File: config.mk
export PLATFORM = sky130hd
export DESIGN_NAME = dhcp_reply_filter
export DESIGN_NICKNAME = d
export VERILOG_FILES = /design/src/hdl/drf_pkg.sv /design/src/hdl/dhcp_reply_filter.sv /design/src/hdl/drf_cfg_regs.sv /design/src/hdl/drf_parser.sv
export SDC_FILE = /design/constraint.sdc
export NUM_CORES = 1
export LEC_CHECK = 0
export CORE_MARGIN = 2
export CORE_UTILIZATION = 45
export CTS_CLUSTER_DIAMETER = 30
export DETAILED_ROUTE_END_ITERATION = 7
export DONT_BUFFER_PORTS = 1
export MAX_ROUTING_LAYER = met4
export SYNTH_ARGS = -nofsm -noshare
export SYNTH_HDL_FRONTEND = slang
export SYNTH_SLANG_ARGS = --single-unit
File: constraint.sdc
create_clock -name clk -period 3.55 [get_ports clk]
set_input_delay 0.5325 -clock clk [delete_from_list [all_inputs] [get_ports clk]]
set_output_delay 0.5325 -clock clk [all_outputs]
set_load 0.05 [all_outputs]
File: src/hdl/drf_pkg.sv
// shared types and constants of the dhcp reply filter
`default_nettype none

package drf_pkg;

  localparam int HEADER_BYTES_DEF    = 42;
  localparam int MAX_FRAME_BYTES_DEF = 2048;

  localparam int POS_W       = 12;
  localparam int FIXED_BYTES = 240;

  localparam logic [7:0] OPT_MSG_TYPE = 8'd53;
  localparam logic [7:0] OPT_END      = 8'd255;

  localparam int CFG_AW = 5;
  localparam int CFG_DW = 64;

  typedef enum logic [1:0] {
    REG_XID      = 2'd0,
    REG_MAC      = 2'd1,
    REG_OP       = 2'd2,
    REG_MSG_TYPE = 2'd3
  } reg_idx_t;

  typedef enum logic [2:0] {
    VERD_OK        = 3'd0,
    VERD_XID_BAD   = 3'd1,
    VERD_MAC_BAD   = 3'd2,
    VERD_TYPE_BAD  = 3'd3,
    VERD_TOO_SHORT = 3'd4
  } verdict_t;

  typedef struct packed {
    logic [31:0] expected_xid;
    logic [47:0] client_mac;
    logic [7:0]  expected_op;
    logic [7:0]  expected_msg_type;
  } cfg_t;

  typedef struct packed {
    logic       accepted;
    verdict_t   verdict;
    logic       type_found;
    logic [7:0] type_value;
  } result_t;

endpackage

`default_nettype wire

File: src/hdl/dhcp_reply_filter.sv
// top level: stream input register, byte parser, verdict output register
// path: a last byte passes the input register, then the output register, before its verdict shows on out_*
// throughput: one frame byte per cycle, limited only by the output register when
//   a finished verdict is not taken (only last bytes wait for it)
// reset: synchronous active-low rst_n clears frame state, pipeline valids and
//   loads register reset values (xid 0, mac 0, op 2, message type 2)
`default_nettype none

module dhcp_reply_filter #(
  parameter int HEADER_BYTES    = drf_pkg::HEADER_BYTES_DEF,
  parameter int MAX_FRAME_BYTES = drf_pkg::MAX_FRAME_BYTES_DEF
) (
  input  wire logic                       clk,
  input  wire logic                       rst_n,
  // input stream
  input  wire logic                       in_tvalid,
  output logic                            in_tready,
  input  wire logic [7:0]                 in_tdata,   // [7:0] packet_byte
  input  wire logic                       in_tlast,   // last_byte
  // result stream
  output logic                            out_tvalid,
  input  wire logic                       out_tready,
  output logic      [15:0]                out_tdata,  // [0] accepted, [3:1] verdict,
                                                      // [4] type_found, [12:5] type_value
  // configuration port
  input  wire logic                       cfg_psel,
  input  wire logic                       cfg_penable,
  input  wire logic                       cfg_pwrite,
  input  wire logic [drf_pkg::CFG_AW-1:0] cfg_paddr,
  input  wire logic [drf_pkg::CFG_DW-1:0] cfg_pwdata,
  output logic      [drf_pkg::CFG_DW-1:0] cfg_prdata,
  output logic                            cfg_pready
);

  drf_pkg::cfg_t    cfg;
  drf_pkg::result_t res;

  // input register stage
  logic       in_valid_r;
  logic [7:0] in_byte_r;
  logic       in_last_r;

  // output register stage
  logic             out_valid_r;
  drf_pkg::result_t out_res_r;

  logic out_free;
  logic fire;

  assign cfg_pready = 1'b1;

  drf_cfg_regs u_cfg (
    .clk     (clk),
    .rst_n   (rst_n),
    .psel    (cfg_psel),
    .penable (cfg_penable),
    .pwrite  (cfg_pwrite),
    .paddr   (cfg_paddr),
    .pwdata  (cfg_pwdata),
    .prdata  (cfg_prdata),
    .cfg     (cfg)
  );

  // a middle byte always moves on; a last byte needs room in the output register
  assign out_free  = !out_valid_r || out_tready;
  assign fire      = in_valid_r && (!in_last_r || out_free);
  assign in_tready = !in_valid_r || fire;

  always_ff @(posedge clk) begin
    if (!rst_n) begin
      in_valid_r <= 1'b0;
    end else if (in_tready) begin
      in_valid_r <= in_tvalid;
    end
  end

  // payload needs no reset
  always_ff @(posedge clk) begin
    if (in_tready && in_tvalid) begin
      in_byte_r <= in_tdata;
      in_last_r <= in_tlast;
    end
  end

  drf_parser #(
    .HEADER_BYTES    (HEADER_BYTES),
    .MAX_FRAME_BYTES (MAX_FRAME_BYTES)
  ) u_parser (
    .clk         (clk),
    .rst_n       (rst_n),
    .byte_en     (fire),
    .packet_byte (in_byte_r),
    .last_byte   (in_last_r),
    .cfg         (cfg),
    .res         (res)
  );

  always_ff @(posedge clk) begin
    if (!rst_n) begin
      out_valid_r <= 1'b0;
    end else if (fire && in_last_r) begin
      out_valid_r <= 1'b1;
    end else if (out_tready) begin
      out_valid_r <= 1'b0;
    end
  end

  always_ff @(posedge clk) begin
    if (fire && in_last_r) begin
      out_res_r <= res;
    end
  end

  assign out_tvalid = out_valid_r;
  assign out_tdata  = {3'd0, out_res_r.type_value, out_res_r.type_found,
                       out_res_r.verdict, out_res_r.accepted};

endmodule

`default_nettype wire

File: src/hdl/drf_cfg_regs.sv
// apb register file holding the expected reply fields
`default_nettype none

module drf_cfg_regs (
  input  wire logic                       clk,
  input  wire logic                       rst_n,
  input  wire logic                       psel,
  input  wire logic                       penable,
  input  wire logic                       pwrite,
  input  wire logic [drf_pkg::CFG_AW-1:0] paddr,
  input  wire logic [drf_pkg::CFG_DW-1:0] pwdata,
  output logic      [drf_pkg::CFG_DW-1:0] prdata,
  output drf_pkg::cfg_t                   cfg
);

  drf_pkg::cfg_t     cfg_r;
  drf_pkg::reg_idx_t idx;
  logic              wr_en;

  assign idx   = drf_pkg::reg_idx_t'(paddr[4:3]);
  assign wr_en = psel && penable && pwrite;

  always_ff @(posedge clk) begin
    if (!rst_n) begin
      cfg_r.expected_xid      <= '0;
      cfg_r.client_mac        <= '0;
      cfg_r.expected_op       <= 8'd2;
      cfg_r.expected_msg_type <= 8'd2;
    end else if (wr_en) begin
      case (idx)
        drf_pkg::REG_XID:      cfg_r.expected_xid      <= pwdata[31:0];
        drf_pkg::REG_MAC:      cfg_r.client_mac        <= pwdata[47:0];
        drf_pkg::REG_OP:       cfg_r.expected_op       <= pwdata[7:0];
        drf_pkg::REG_MSG_TYPE: cfg_r.expected_msg_type <= pwdata[7:0];
        default: ;
      endcase
    end
  end

  always_comb begin
    case (idx)
      drf_pkg::REG_XID:      prdata = {32'd0, cfg_r.expected_xid};
      drf_pkg::REG_MAC:      prdata = {16'd0, cfg_r.client_mac};
      drf_pkg::REG_OP:       prdata = {56'd0, cfg_r.expected_op};
      drf_pkg::REG_MSG_TYPE: prdata = {56'd0, cfg_r.expected_msg_type};
      default:               prdata = '0;
    endcase
  end

  assign cfg = cfg_r;

endmodule

`default_nettype wire

File: src/hdl/drf_parser.sv
// per-frame byte parser: header checks, option walk and verdict
`default_nettype none

module drf_parser #(
  parameter int HEADER_BYTES    = drf_pkg::HEADER_BYTES_DEF,
  parameter int MAX_FRAME_BYTES = drf_pkg::MAX_FRAME_BYTES_DEF
) (
  input  wire logic          clk,
  input  wire logic          rst_n,
  input  wire logic          byte_en,
  input  wire logic [7:0]    packet_byte,
  input  wire logic          last_byte,
  input  drf_pkg::cfg_t      cfg,
  output drf_pkg::result_t   res
);

  localparam int PW        = drf_pkg::POS_W;
  localparam int SHORT_LIM = HEADER_BYTES + drf_pkg::FIXED_BYTES - 1;

  typedef enum logic [1:0] {
    PH_TYPE = 2'd0,
    PH_LEN  = 2'd1,
    PH_SKIP = 2'd2,
    PH_DATA = 2'd3
  } phase_t;

  logic [PW-1:0] pos_r, pos_nxt;
  logic          xid_bad_r, xid_bad_nxt;
  logic          mac_bad_r, mac_bad_nxt;
  logic          op_bad_r, op_bad_nxt;
  phase_t        phase_r, phase_nxt;
  logic [7:0]    skip_r, skip_nxt;
  logic          target_r, target_nxt;
  logic          done_r, done_nxt;
  logic          seen_r, seen_nxt;
  logic [7:0]    value_r, value_nxt;

  logic [PW-1:0] rel;
  logic          in_window;
  logic          short_frame;
  logic [7:0]    xid_want;
  logic [7:0]    mac_want;

  assign in_window   = (pos_r < PW'(MAX_FRAME_BYTES)) && (pos_r >= PW'(HEADER_BYTES));
  assign rel         = pos_r - PW'(HEADER_BYTES);
  assign short_frame = pos_r < PW'(SHORT_LIM);

  // xid bytes arrive most significant first
  always_comb begin
    case (rel[1:0])
      2'd0:    xid_want = cfg.expected_xid[31:24];
      2'd1:    xid_want = cfg.expected_xid[23:16];
      2'd2:    xid_want = cfg.expected_xid[15:8];
      default: xid_want = cfg.expected_xid[7:0];
    endcase
  end

  always_comb begin
    case (rel[5:0])
      6'd28:   mac_want = cfg.client_mac[47:40];
      6'd29:   mac_want = cfg.client_mac[39:32];
      6'd30:   mac_want = cfg.client_mac[31:24];
      6'd31:   mac_want = cfg.client_mac[23:16];
      6'd32:   mac_want = cfg.client_mac[15:8];
      default: mac_want = cfg.client_mac[7:0];
    endcase
  end

  always_comb begin
    pos_nxt     = (pos_r < PW'(MAX_FRAME_BYTES)) ? pos_r + PW'(1) : pos_r;
    xid_bad_nxt = xid_bad_r;
    mac_bad_nxt = mac_bad_r;
    op_bad_nxt  = op_bad_r;
    phase_nxt   = phase_r;
    skip_nxt    = skip_r;
    target_nxt  = target_r;
    done_nxt    = done_r;
    seen_nxt    = seen_r;
    value_nxt   = value_r;

    if (in_window) begin
      if (rel == PW'(0)) begin
        op_bad_nxt = packet_byte != cfg.expected_op;
      end else if (rel >= PW'(4) && rel <= PW'(7)) begin
        if (packet_byte != xid_want) xid_bad_nxt = 1'b1;
      end else if (rel >= PW'(28) && rel <= PW'(33)) begin
        if (packet_byte != mac_want) mac_bad_nxt = 1'b1;
      end else if (rel >= PW'(drf_pkg::FIXED_BYTES) && !done_r) begin
        // every option but the end marker, pad included, is type, length, data
        case (phase_r)
          PH_TYPE: begin
            if (packet_byte == drf_pkg::OPT_END) begin
              done_nxt = 1'b1;
            end else begin
              target_nxt = packet_byte == drf_pkg::OPT_MSG_TYPE;
              phase_nxt  = PH_LEN;
            end
          end
          PH_LEN: begin
            if (target_r) begin
              if (packet_byte == 8'd0) done_nxt = 1'b1;
              else phase_nxt = PH_DATA;
            end else begin
              skip_nxt  = packet_byte;
              phase_nxt = (packet_byte == 8'd0) ? PH_TYPE : PH_SKIP;
            end
          end
          PH_SKIP: begin
            skip_nxt = skip_r - 8'd1;
            if (skip_r == 8'd1) phase_nxt = PH_TYPE;
          end
          default: begin
            seen_nxt  = 1'b1;
            value_nxt = packet_byte;
            done_nxt  = 1'b1;
          end
        endcase
      end
    end
  end

  // verdict from the state as it stands after this byte
  always_comb begin
    if (short_frame)
      res.verdict = drf_pkg::VERD_TOO_SHORT;
    else if (xid_bad_nxt)
      res.verdict = drf_pkg::VERD_XID_BAD;
    else if (mac_bad_nxt)
      res.verdict = drf_pkg::VERD_MAC_BAD;
    else if (op_bad_nxt || !seen_nxt || value_nxt != cfg.expected_msg_type)
      res.verdict = drf_pkg::VERD_TYPE_BAD;
    else
      res.verdict = drf_pkg::VERD_OK;
    res.accepted   = res.verdict == drf_pkg::VERD_OK;
    res.type_found = seen_nxt;
    res.type_value = seen_nxt ? value_nxt : 8'd0;
  end

  always_ff @(posedge clk) begin
    if (!rst_n || (byte_en && last_byte)) begin
      pos_r     <= '0;
      xid_bad_r <= 1'b0;
      mac_bad_r <= 1'b0;
      op_bad_r  <= 1'b0;
      phase_r   <= PH_TYPE;
      skip_r    <= '0;
      target_r  <= 1'b0;
      done_r    <= 1'b0;
      seen_r    <= 1'b0;
      value_r   <= '0;
    end else if (byte_en) begin
      pos_r     <= pos_nxt;
      xid_bad_r <= xid_bad_nxt;
      mac_bad_r <= mac_bad_nxt;
      op_bad_r  <= op_bad_nxt;
      phase_r   <= phase_nxt;
      skip_r    <= skip_nxt;
      target_r  <= target_nxt;
      done_r    <= done_nxt;
      seen_r    <= seen_nxt;
      value_r   <= value_nxt;
    end
  end

endmodule

`default_nettype wire

==> results.yml, run 1 <==
placement:
  placed_area_mm2: 0.00906
  place_congestion: 0.882
  dp.final_hpwl_mm: 17.3
  numPortBuffers: 0
  placedCellCount: 1272
layout:
  design_area_mm2: 0.00964
  final_common_cell: "nand2_1"
  syn_to_final_growth_pct: 8.45
  drive_gt1_share_pct: 8.75
  fin_nets: 1127
  antenna_cells: 0
  nFillCells: 1905
  fin_cells: 1305
  final_cell_mix: "nand2_1 (225), dfxtp_1 (134), a21boi_0 (83)"
grt:
  grt_pass1_vias: 6664
  grt_pass1_wl_mm: 37.7
  antenna_found_initial: 0
  grt_overflow_total: 0
  grt_max_degree: 100
  track_usage_pct: 24.3
worst_setup_path:
  critPathKind: "reg2reg"
  start_kind: "flip-flop"
  cp-end-kind: "flip-flop"
  worstPathRequired_ns: 3.84
  worstPathMaxFanout: 8
  cp.arrival_ns: 3.63
synth:
  seq_area_frac_synth_pct: 37.6
  yosysUniqueCellTypes: 75
  synth_top_area_share_pct: 30.2
  synth_edf_count: 22
  syn_area_mm2: 0.00889
  ys_seq_elements: 156
  yosys-top-cells-area: "dfxtp_1 (30%), nand2_1 (9.5%), edfxtp_1 (7.4%)"
  synth-async-reset-ratio_pct: 0
  ys.flop_type: "dfxtp_1"
  netlist_instances: 1056
  syn_avg_cell_area_um2: 8.41
  yosysWarnings: 0
  yosysTopAreaCell: "dfxtp_1"
detailed_routing:
  detail_route.first_pass.iterations: 5
  num_vias: 7243
  wl_mm: 24.3
  viasPerCell: 5.55
  wl_met3_mm: 1.54
  drt-met1-wl_mm: 11.0
  avgRoutedWirePerCell_um: 18.6
  drtIter0Drc: 464
  ant_nets: 0
  route.met2.wl_mm: 11.4
  drc: 0
  top_layer_used: "met4"
cts:
  clkSinkCount: 156
  h-tree-depth: 4
  cts_tree: "yes"
  hold_buffers: 0
  clockBufferDepth: 2
  cts-root-buf: "clkbuf_16"
  clk_transition_reported_paths_ns: 0.07
  numCtsBuffers: 17
  insertion_delay_ns: 0.44
die:
  io_pins: 168
  die_h_um: 145
  die_w_um: 145
  core_mm2: 0.0194
  num_rows: 51
  dieArea_mm2: 0.0209
  initial_utilization_pct: 45.8
run_status:
  status: "complete, no violations"
timing:
  final_hold_viol_count: 0
  tns_ns: 0
  period_needed_ns: 3.35
  rsz0062_at_grt: "true"
  maxSlewHeadroom_pct: 32.7
  fmax_ghz: 0.299
  clock_skew_ns: 0.00660
  post-route-period-util_pct: 94.3
  worst_pin_slew_ns: 1.01
  drv_slew: 0
  finalSetupViolCount: 0
pwr:
  p_leak_nw: 3.41
  power_density_mw_per_mm2: 403
  ir_drop_mv: 0.329
hold_path:
  hp-class: "in2reg"
flow_run:
  cap_viol_max_count: 0
## through the flow
step	setup slack [ns]	utilization [%]	hold WS, ns	total power [mW]
after CTS	0.195	49.6	0.152	3.91
final	0.203	49.7	0.184	3.89
after floorplan	0.344	-	0.441	2.12
after detailed placement	0.224	46.7	0.470	2.13
after global routing	-0.0191	49.7	0.159	4.00
after global placement	0.272	46.7	0.462	2.13
## synthesized netlist by cell type (12+ instances only)
cell type and n:
a21boi_0 83, and2_1 20, nand2_1 225, xnor2_1 15
ha_1 15, buf_4 22, clkbuf_1 64, mux2i_1 61
dfxtp_1 134, nand2b_1 12, nor2_1 75, inv_1 28
o21ai_0 29, xor2_1 24, a21oi_1 14, nor2b_1 23
a22oi_1 20, edfxtp_1 22
## critical path, cell delays in order (launching register included)
cell	delay, ns
dfxtp_1	0.38
inv_1	0.10
ha_1	0.23
and2b_1	0.23
or3_1	0.35
a221oi_4	0.34
buf_4	0.23
a211oi_4	0.07
or3_1	0.34
a222oi_1	0.41
a41oi_1	0.30
nor3b_2	0.21
## cell type report
cell class | count | area (um^2) | share of cell area (%)
Clock inverter | 14 | 126 | 1.31
Inverter | 28 | 105 | 1.09
Multi-Input combinational cell | 793 | 5050 | 52.4
Sequential cell | 156 | 3340 | 34.7
Clock buffer | 18 | 439 | 4.56
Timing Repair Buffer | 31 | 245 | 2.54
Tap cell | 265 | 332 | 3.44
## per-layer routing
layer  global-route usage, %  vias up
met4                    7.41        0
met5                       -        -
met3                    5.60       31
met2                    37.0      226
li1                        -     3552
met1                    32.4     3434
## power by group
group / switching (mW) / total [mW] / internal [mW]
clock network: 0.851 / 1.79 / 0.943
registers: 0.0304 / 1.84 / 1.81
logic: 0.169 / 0.253 / 0.0841
total: 1.05 / 3.89 / 2.84
## worst paths after layout
kind | from | end | slack [ns] | cells past startpoint
worst max-delay path | u_parser.pos_r[2] | out_tdata[0] | 0.20 | 11
worst min-delay path | in_tdata[0] | in_byte_r[0] | 0.18 | 0
worst max register to register | u_parser.pos_r[2] | out_tdata[0] | 0.20 | 11
worst min register to register | u_cfg.cfg[42] | u_cfg.cfg[42] | 0.48 | 2
## state kept, by name, indices dropped and copies added, names as in the netlist, 2 cells and up
signal	flops
u_cfg.cfg	96
out_tdata	13
u_parser.pos_r	12
in_byte_r	8
u_parser.skip_r	8
u_parser.value_r	8
u_parser.phase_r	2
## cells by family (layout without fill, tap and decap cells)
group                    Yosys count  count (layout)  share of synthesized area [%]
AO/OA/AOI/OAI                    221             221                           18.7
AND/OR/NAND/NOR                  426             426                           21.9
buffers and inverters            125              91                           6.42
flip-flops                       156             156                           37.6
adder cells (fa/ha/maj)           15              15                           2.11
multiplexers                      72              72                           9.28
XOR/XNOR                          39              39                           3.84
other                              2              20                         0.0845
## repair_timing
item / 4_1_cts / 5_1_grt
setup endpoints to repair: 0 / 3
gates resized for setup: 0 / 0
setup buffers: 0 / 1
Note: power is estimated with default switching activity, not from simulation.
==> run 2: changes to the inputs <==
--- a/config.mk
+++ b/config.mk
@@ -5,12 +5,15 @@
 export SDC_FILE = /design/constraint.sdc
 export NUM_CORES = 1
 export LEC_CHECK = 0
+export CELL_PAD_IN_SITES_DETAIL_PLACEMENT = 1
+export CELL_PAD_IN_SITES_GLOBAL_PLACEMENT = 1
 export CORE_MARGIN = 2
 export CORE_UTILIZATION = 45
 export CTS_CLUSTER_DIAMETER = 30
 export DETAILED_ROUTE_END_ITERATION = 7
 export DONT_BUFFER_PORTS = 1
 export MAX_ROUTING_LAYER = met4
+export PLACE_DENSITY_LB_ADDON = 0.1
 export SYNTH_ARGS = -nofsm -noshare
 export SYNTH_HDL_FRONTEND = slang
 export SYNTH_SLANG_ARGS = --single-unit
==> run 2 against run 1 <==
Hold slack worse by 0.0040 ns. Fmax is 1.5% higher. Critical endpoint unchanged. Utilization is 0.43 points higher. Routed wire length is 11% higher. Highest routed layer unchanged.
==> results.yml, run 2 (synthesis results as in run 1) <==
layout:
  seqCellArea_mm2: 0.00334
  fin_nets: 1129
  largest_reg_flops: 96
  final_common_cell: "nand2_1"
  drive_gt1_share_pct: 9.12
  antenna_cells: 0
  multiInputGateArea_mm2: 0.00506
  syn_to_final_growth_pct: 9.39
  nFillCells: 2289
  final_cell_mix: "nand2_1 (225), dfxtp_1 (134), a21boi_0 (83)"
die:
  num_rows: 51
  initial_utilization_pct: 45.8
  core_mm2: 0.0194
  die_h_um: 145
  dieArea_mm2: 0.0209
  io_pins: 168
  die_w_um: 145
placement:
  dp_slack_ns: 0.211
  dp.final_hpwl_mm: 19.1
  place_congestion: 0.851
  numPortBuffers: 0
cts:
  clockBufferDepth: 2
  numCtsBuffers: 17
  clk_transition_reported_paths_ns: 0.07
  cts-root-buf: "clkbuf_16"
  hold_buffers: 0
  clkSinkCount: 156
  cts_tree: "yes"
  h-tree-depth: 4
  insertion_delay_ns: 0.44
detailed_routing:
  drc: 0
  ant_nets: 0
  num_vias: 7389
  wl_mm: 27.0
  viasPerCell: 5.65
  avgRoutedWirePerCell_um: 20.7
  drtIter0Drc: 469
  detail_route.first_pass.iterations: 5
worst_setup_path:
  critPathBufInv: 3
  critPathMaxStageDelay_ns: 0.36
  cp-end-kind: "flip-flop"
  start_kind: "flip-flop"
  cp_top_family: "simple AND/OR/NAND/NOR gates"
  crit_top_cell: "or3_1"
  cp.arrival_ns: 3.58
  critPathSlowestCell: "or3_1"
  worstPathRequired_ns: 3.83
  worstPathMaxFanout: 12
  crit_chain: "inv_1, ha_1, and2b_1, or3_1, a221oi_4, buf_6, a211oi_4, or3_1, a222oi_1, buf_4, a41oi_2, nor3b_2"
  critPathKind: "reg2reg"
grt:
  grt_pass1_vias: 7297
  track_usage_pct: 27.0
  grt_pass1_wl_mm: 41.6
  grt_overflow_total: 0
  grt_max_degree: 100
  antenna_found_initial: 0
timing:
  maxSlewHeadroom_pct: 31.3
  drv_slew: 0
  tns_ns: 0
  finalSetupViolCount: 0
  worst_pin_slew_ns: 1.03
  period_needed_ns: 3.30
  post-route-period-util_pct: 92.9
  clock_skew_ns: 0.0129
  final_hold_viol_count: 0
  fmax_ghz: 0.303
  setup_ws_ns: 0.252
pwr:
  power_density_mw_per_mm2: 419
  p_leak_nw: 3.45
  ir_drop_mv: 0.303
flow_run:
  cap_viol_max_count: 0
hold_path:
  hp-class: "in2reg"
run_status:
  status: "complete, no violations"
-- run 2: changes by cell type in the layout (fill, tap and decap cells not counted), moves of 2 or more --
| cell | change |
|---|---|
| inv_8 | -2 |
| inv_6 | +2 |
| clkinv_2 | -2 |
| bufinv_16 | +2 |
| buf_4 | +2 |
-- run 2: worst paths after layout --
| path | from | endpoint | slack, ns | cells after the start |
|---|---|---|---|---|
| max | u_parser.pos_r[1] | out_tdata[0] | 0.25 | 12 |
| min | rst_n | u_cfg.cfg[1] | 0.18 | 1 |
| max reg2reg | u_parser.pos_r[1] | out_tdata[0] | 0.25 | 12 |
| min reg2reg | u_cfg.cfg[91] | u_cfg.cfg[91] | 0.48 | 2 |
-- run 2: area by class of cell --
| type | count | share of cell area [%] |
|---|---|---|
| clock inverters | 13 | 1.71 |
| clock buffers | 19 | 4.78 |
| repair buffers | 33 | 2.59 |
| inverters | 28 | 1.08 |
| flip-flops and latches | 156 | 34.4 |
| multi-input cells | 793 | 52.0 |
| well taps | 265 | 3.41 |
-- run 2: stage by stage --
| stage | cell area [um^2] | std cells | util, % | hold slack, ns | power, mW |
|---|---|---|---|---|---|
| finish | 9720 | 1307 | 50.1 | 0.180 | 4.07 |
| global route | 9720 | 1307 | 50.1 | 0.171 | 4.19 |
| CTS | 9700 | 1306 | 50.0 | 0.155 | 4.09 |
| detailed placement | 9070 | 1274 | 46.7 | 0.471 | 2.14 |
| global placement | 9070 | 1274 | 46.7 | 0.461 | 2.14 |
| floorplan | 8950 | 1074 | - | 0.441 | 2.12 |
-- run 2: report_power, final --
part / internal (mW) / switching (mW)
logic: 0.0849 / 0.175
registers: 1.81 / 0.0309
clock network: 1.13 / 0.839
total: 3.02 / 1.05
-- run 2: repair_timing --
action / 4_1_cts / 5_1_grt
buffers inserted: 0 / 1
resized for setup: 0 / 4
endpoints found under the setup margin: 0 / 3
-- run 2: layer usage --
layer	vias to the layer above	global-route usage, %	part of all wire, %
met5	-	-	0
met4	0	9.15	2.6
met3	40	5.53	4.0
met2	163	43.2	48
met1	3606	34.1	46
li1	3580	-	-
==> run 3: changes to the inputs <==
==> constraint.sdc (replaced) <==
create_clock -name clk -period 3.6 [get_ports clk]
set_input_delay 0.54 -clock clk [delete_from_list [all_inputs] [get_ports clk]]
set_output_delay 0.54 -clock clk [all_outputs]
set_load 0.05 [all_outputs]
==> run 3 against run 2 <==
Sequential cell count did not move. Routed wire length up 0.13%. Hold slack better by 0.014 ns. Clock skew is 0.0015 ns lower. Utilization hardly changed. Fmax down 2.3%. Clock power about the same. Sequential share of layout area barely moved. Design area about the same. Combinational power about the same. Critical path depth stayed put. Die area is the same. Critical endpoint is now out_tdata[2]. Largest power group unchanged. Highest routed layer unchanged.
==> results.yml, run 3 (synthesis results as in run 1) <==
worst_setup_path:
  critPathKind: "reg2reg"
  worstPathRequired_ns: 3.77
  cp-end-kind: "flip-flop"
  worstPathMaxFanout: 10
  regToRegStartpoint: "u_parser.pos_r[2]"
  cp-startpoint: "u_parser.pos_r[2]"
  r2r_cells: 12
  cp.arrival_ns: 3.55
  timing.reg2reg.setup_slack_ns: 0.22
  timing.rr.end: "out_tdata[2]"
  start_kind: "flip-flop"
die:
  die_h_um: 145
  num_rows: 51
  die_w_um: 145
  core_mm2: 0.0194
  io_pins: 168
  dieArea_mm2: 0.0209
  initial_utilization_pct: 45.8
cts:
  insertion_delay_ns: 0.44
  h-tree-depth: 4
  hold_buffers: 0
  cts_tree: "yes"
  cts-root-buf: "clkbuf_16"
  clk_transition_reported_paths_ns: 0.07
  clkSinkCount: 156
  clockBufferDepth: 2
  numCtsBuffers: 17
hold_path:
  whs_endpoint: "in_byte_r[5]"
  hold_depth: 0
  hp-class: "in2reg"
  hold_path.startpoint: "in_tdata[5]"
layout:
  final_cell_mix: "nand2_1 (225), dfxtp_1 (134), a21boi_0 (83)"
  final_common_cell: "nand2_1"
  fin_nets: 1128
  antenna_cells: 0
  design_area_mm2: 0.00971
  nFillCells: 2309
  fin_util_pct: 50.1
  syn_to_final_growth_pct: 9.32
  largest_reg_flops: 96
  drive_gt1_share_pct: 8.93
grt:
  grt_pass1_wl_mm: 41.8
  grt_max_degree: 100
  track_usage_pct: 27.1
  grt_pass1_vias: 7361
  antenna_found_initial: 0
  grt_overflow_total: 0
timing:
  worst_pin_slew_ns: 1.08
  final_hold_viol_count: 0
  rsz0062_at_grt: "false"
  maxSlewHeadroom_pct: 27.9
  post-route-period-util_pct: 93.8
  drv_slew: 0
  fin_hold_ws_ns: 0.194
  tns_ns: 0
  finalSetupViolCount: 0
  fmax_ghz: 0.296
  clock_skew_ns: 0.0113
  period_needed_ns: 3.38
detailed_routing:
  ant_nets: 0
  detail_route.first_pass.iterations: 7
  wl_mm: 27.0
  avgRoutedWirePerCell_um: 20.7
  drc: 0
  num_vias: 7481
  viasPerCell: 5.73
  drtIter0Drc: 391
flow_run:
  cap_viol_max_count: 0
placement:
  numPortBuffers: 0
  dp.final_hpwl_mm: 19.1
  placed_area_mm2: 0.00907
  place_congestion: 0.833
pwr:
  ir_drop_mv: 0.314
  power_density_mw_per_mm2: 413
  p_leak_nw: 3.45
run_status:
  status: "complete, no violations"
[run 3: cell types whose count changed in the layout (fill, tap and decap cells not counted), sizes merged]
cell	change
buf	-1
clkinv	-1
inv	+1
[run 3: critical path, stage by stage, from the launching register on]
cell and delay [ns]:
dfxtp_1 0.38, inv_1 0.10, ha_1 0.20, and2b_1 0.23
or3_1 0.35, a221oi_4 0.37, buf_4 0.25, a211oi_4 0.08
or3_1 0.35, a222oi_1 0.30, buf_4 0.18, a41o_2 0.23
a21oi_1 0.09
[run 3: repair_timing]
action / CTS / global route
resized for setup: 0 / 1
setup buffers: 0 / 1
setup endpoints to repair: 0 / 3
endpoints found under the hold margin: 0 / 0
[run 3: worst max path at each step]
| stage | endpoint | slack [ns] |
|---|---|---|
| after detailed placement | out_tdata[1] | 0.22 |
| final | out_tdata[2] | 0.22 |
| after CTS | out_tdata[1] | 0.20 |
| after global routing | out_tdata[2] | 0.04 |
| after floorplan | cfg_prdata[12] | 0.39 |
| after global placement | out_tdata[0] | 0.31 |
[run 3: layout make-up]
class | instances | area, um^2 | share of cell area (%)
clock buffer | 19 | 464 | 4.78
clock inverter | 13 | 164 | 1.69
inverter | 28 | 105 | 1.08
multi-input combinational | 793 | 5050 | 52.0
sequential | 156 | 3340 | 34.4
tap | 265 | 332 | 3.41
timing repair buffer | 32 | 253 | 2.60
[run 3: per-stage QoR]
step,total power [mW],std cells,setup slack [ns]
final,4.01,1306,0.223
after global routing,4.14,1306,0.0400
after CTS,4.05,1305,0.203
after detailed placement,2.11,1273,0.222
after global placement,2.11,1273,0.307
after floorplan,2.09,1074,0.393
[run 3: metal layers]
| metal | up-vias | wire length [um] | track usage (%) |
|---|---|---|---|
| met5 | - | 0 | - |
| met4 | 0 | 603 | 9.10 |
| met3 | 47 | 1350 | 5.03 |
| met2 | 228 | 13200 | 44.9 |
| met1 | 3638 | 11800 | 33.5 |
| li1 | 3568 | - | - |
[run 3: power by group]
group          internal, mW  total, mW  switching, mW
Clock                  1.11       1.94          0.829
Sequential             1.79       1.82         0.0307
Combinational        0.0826      0.257          0.174
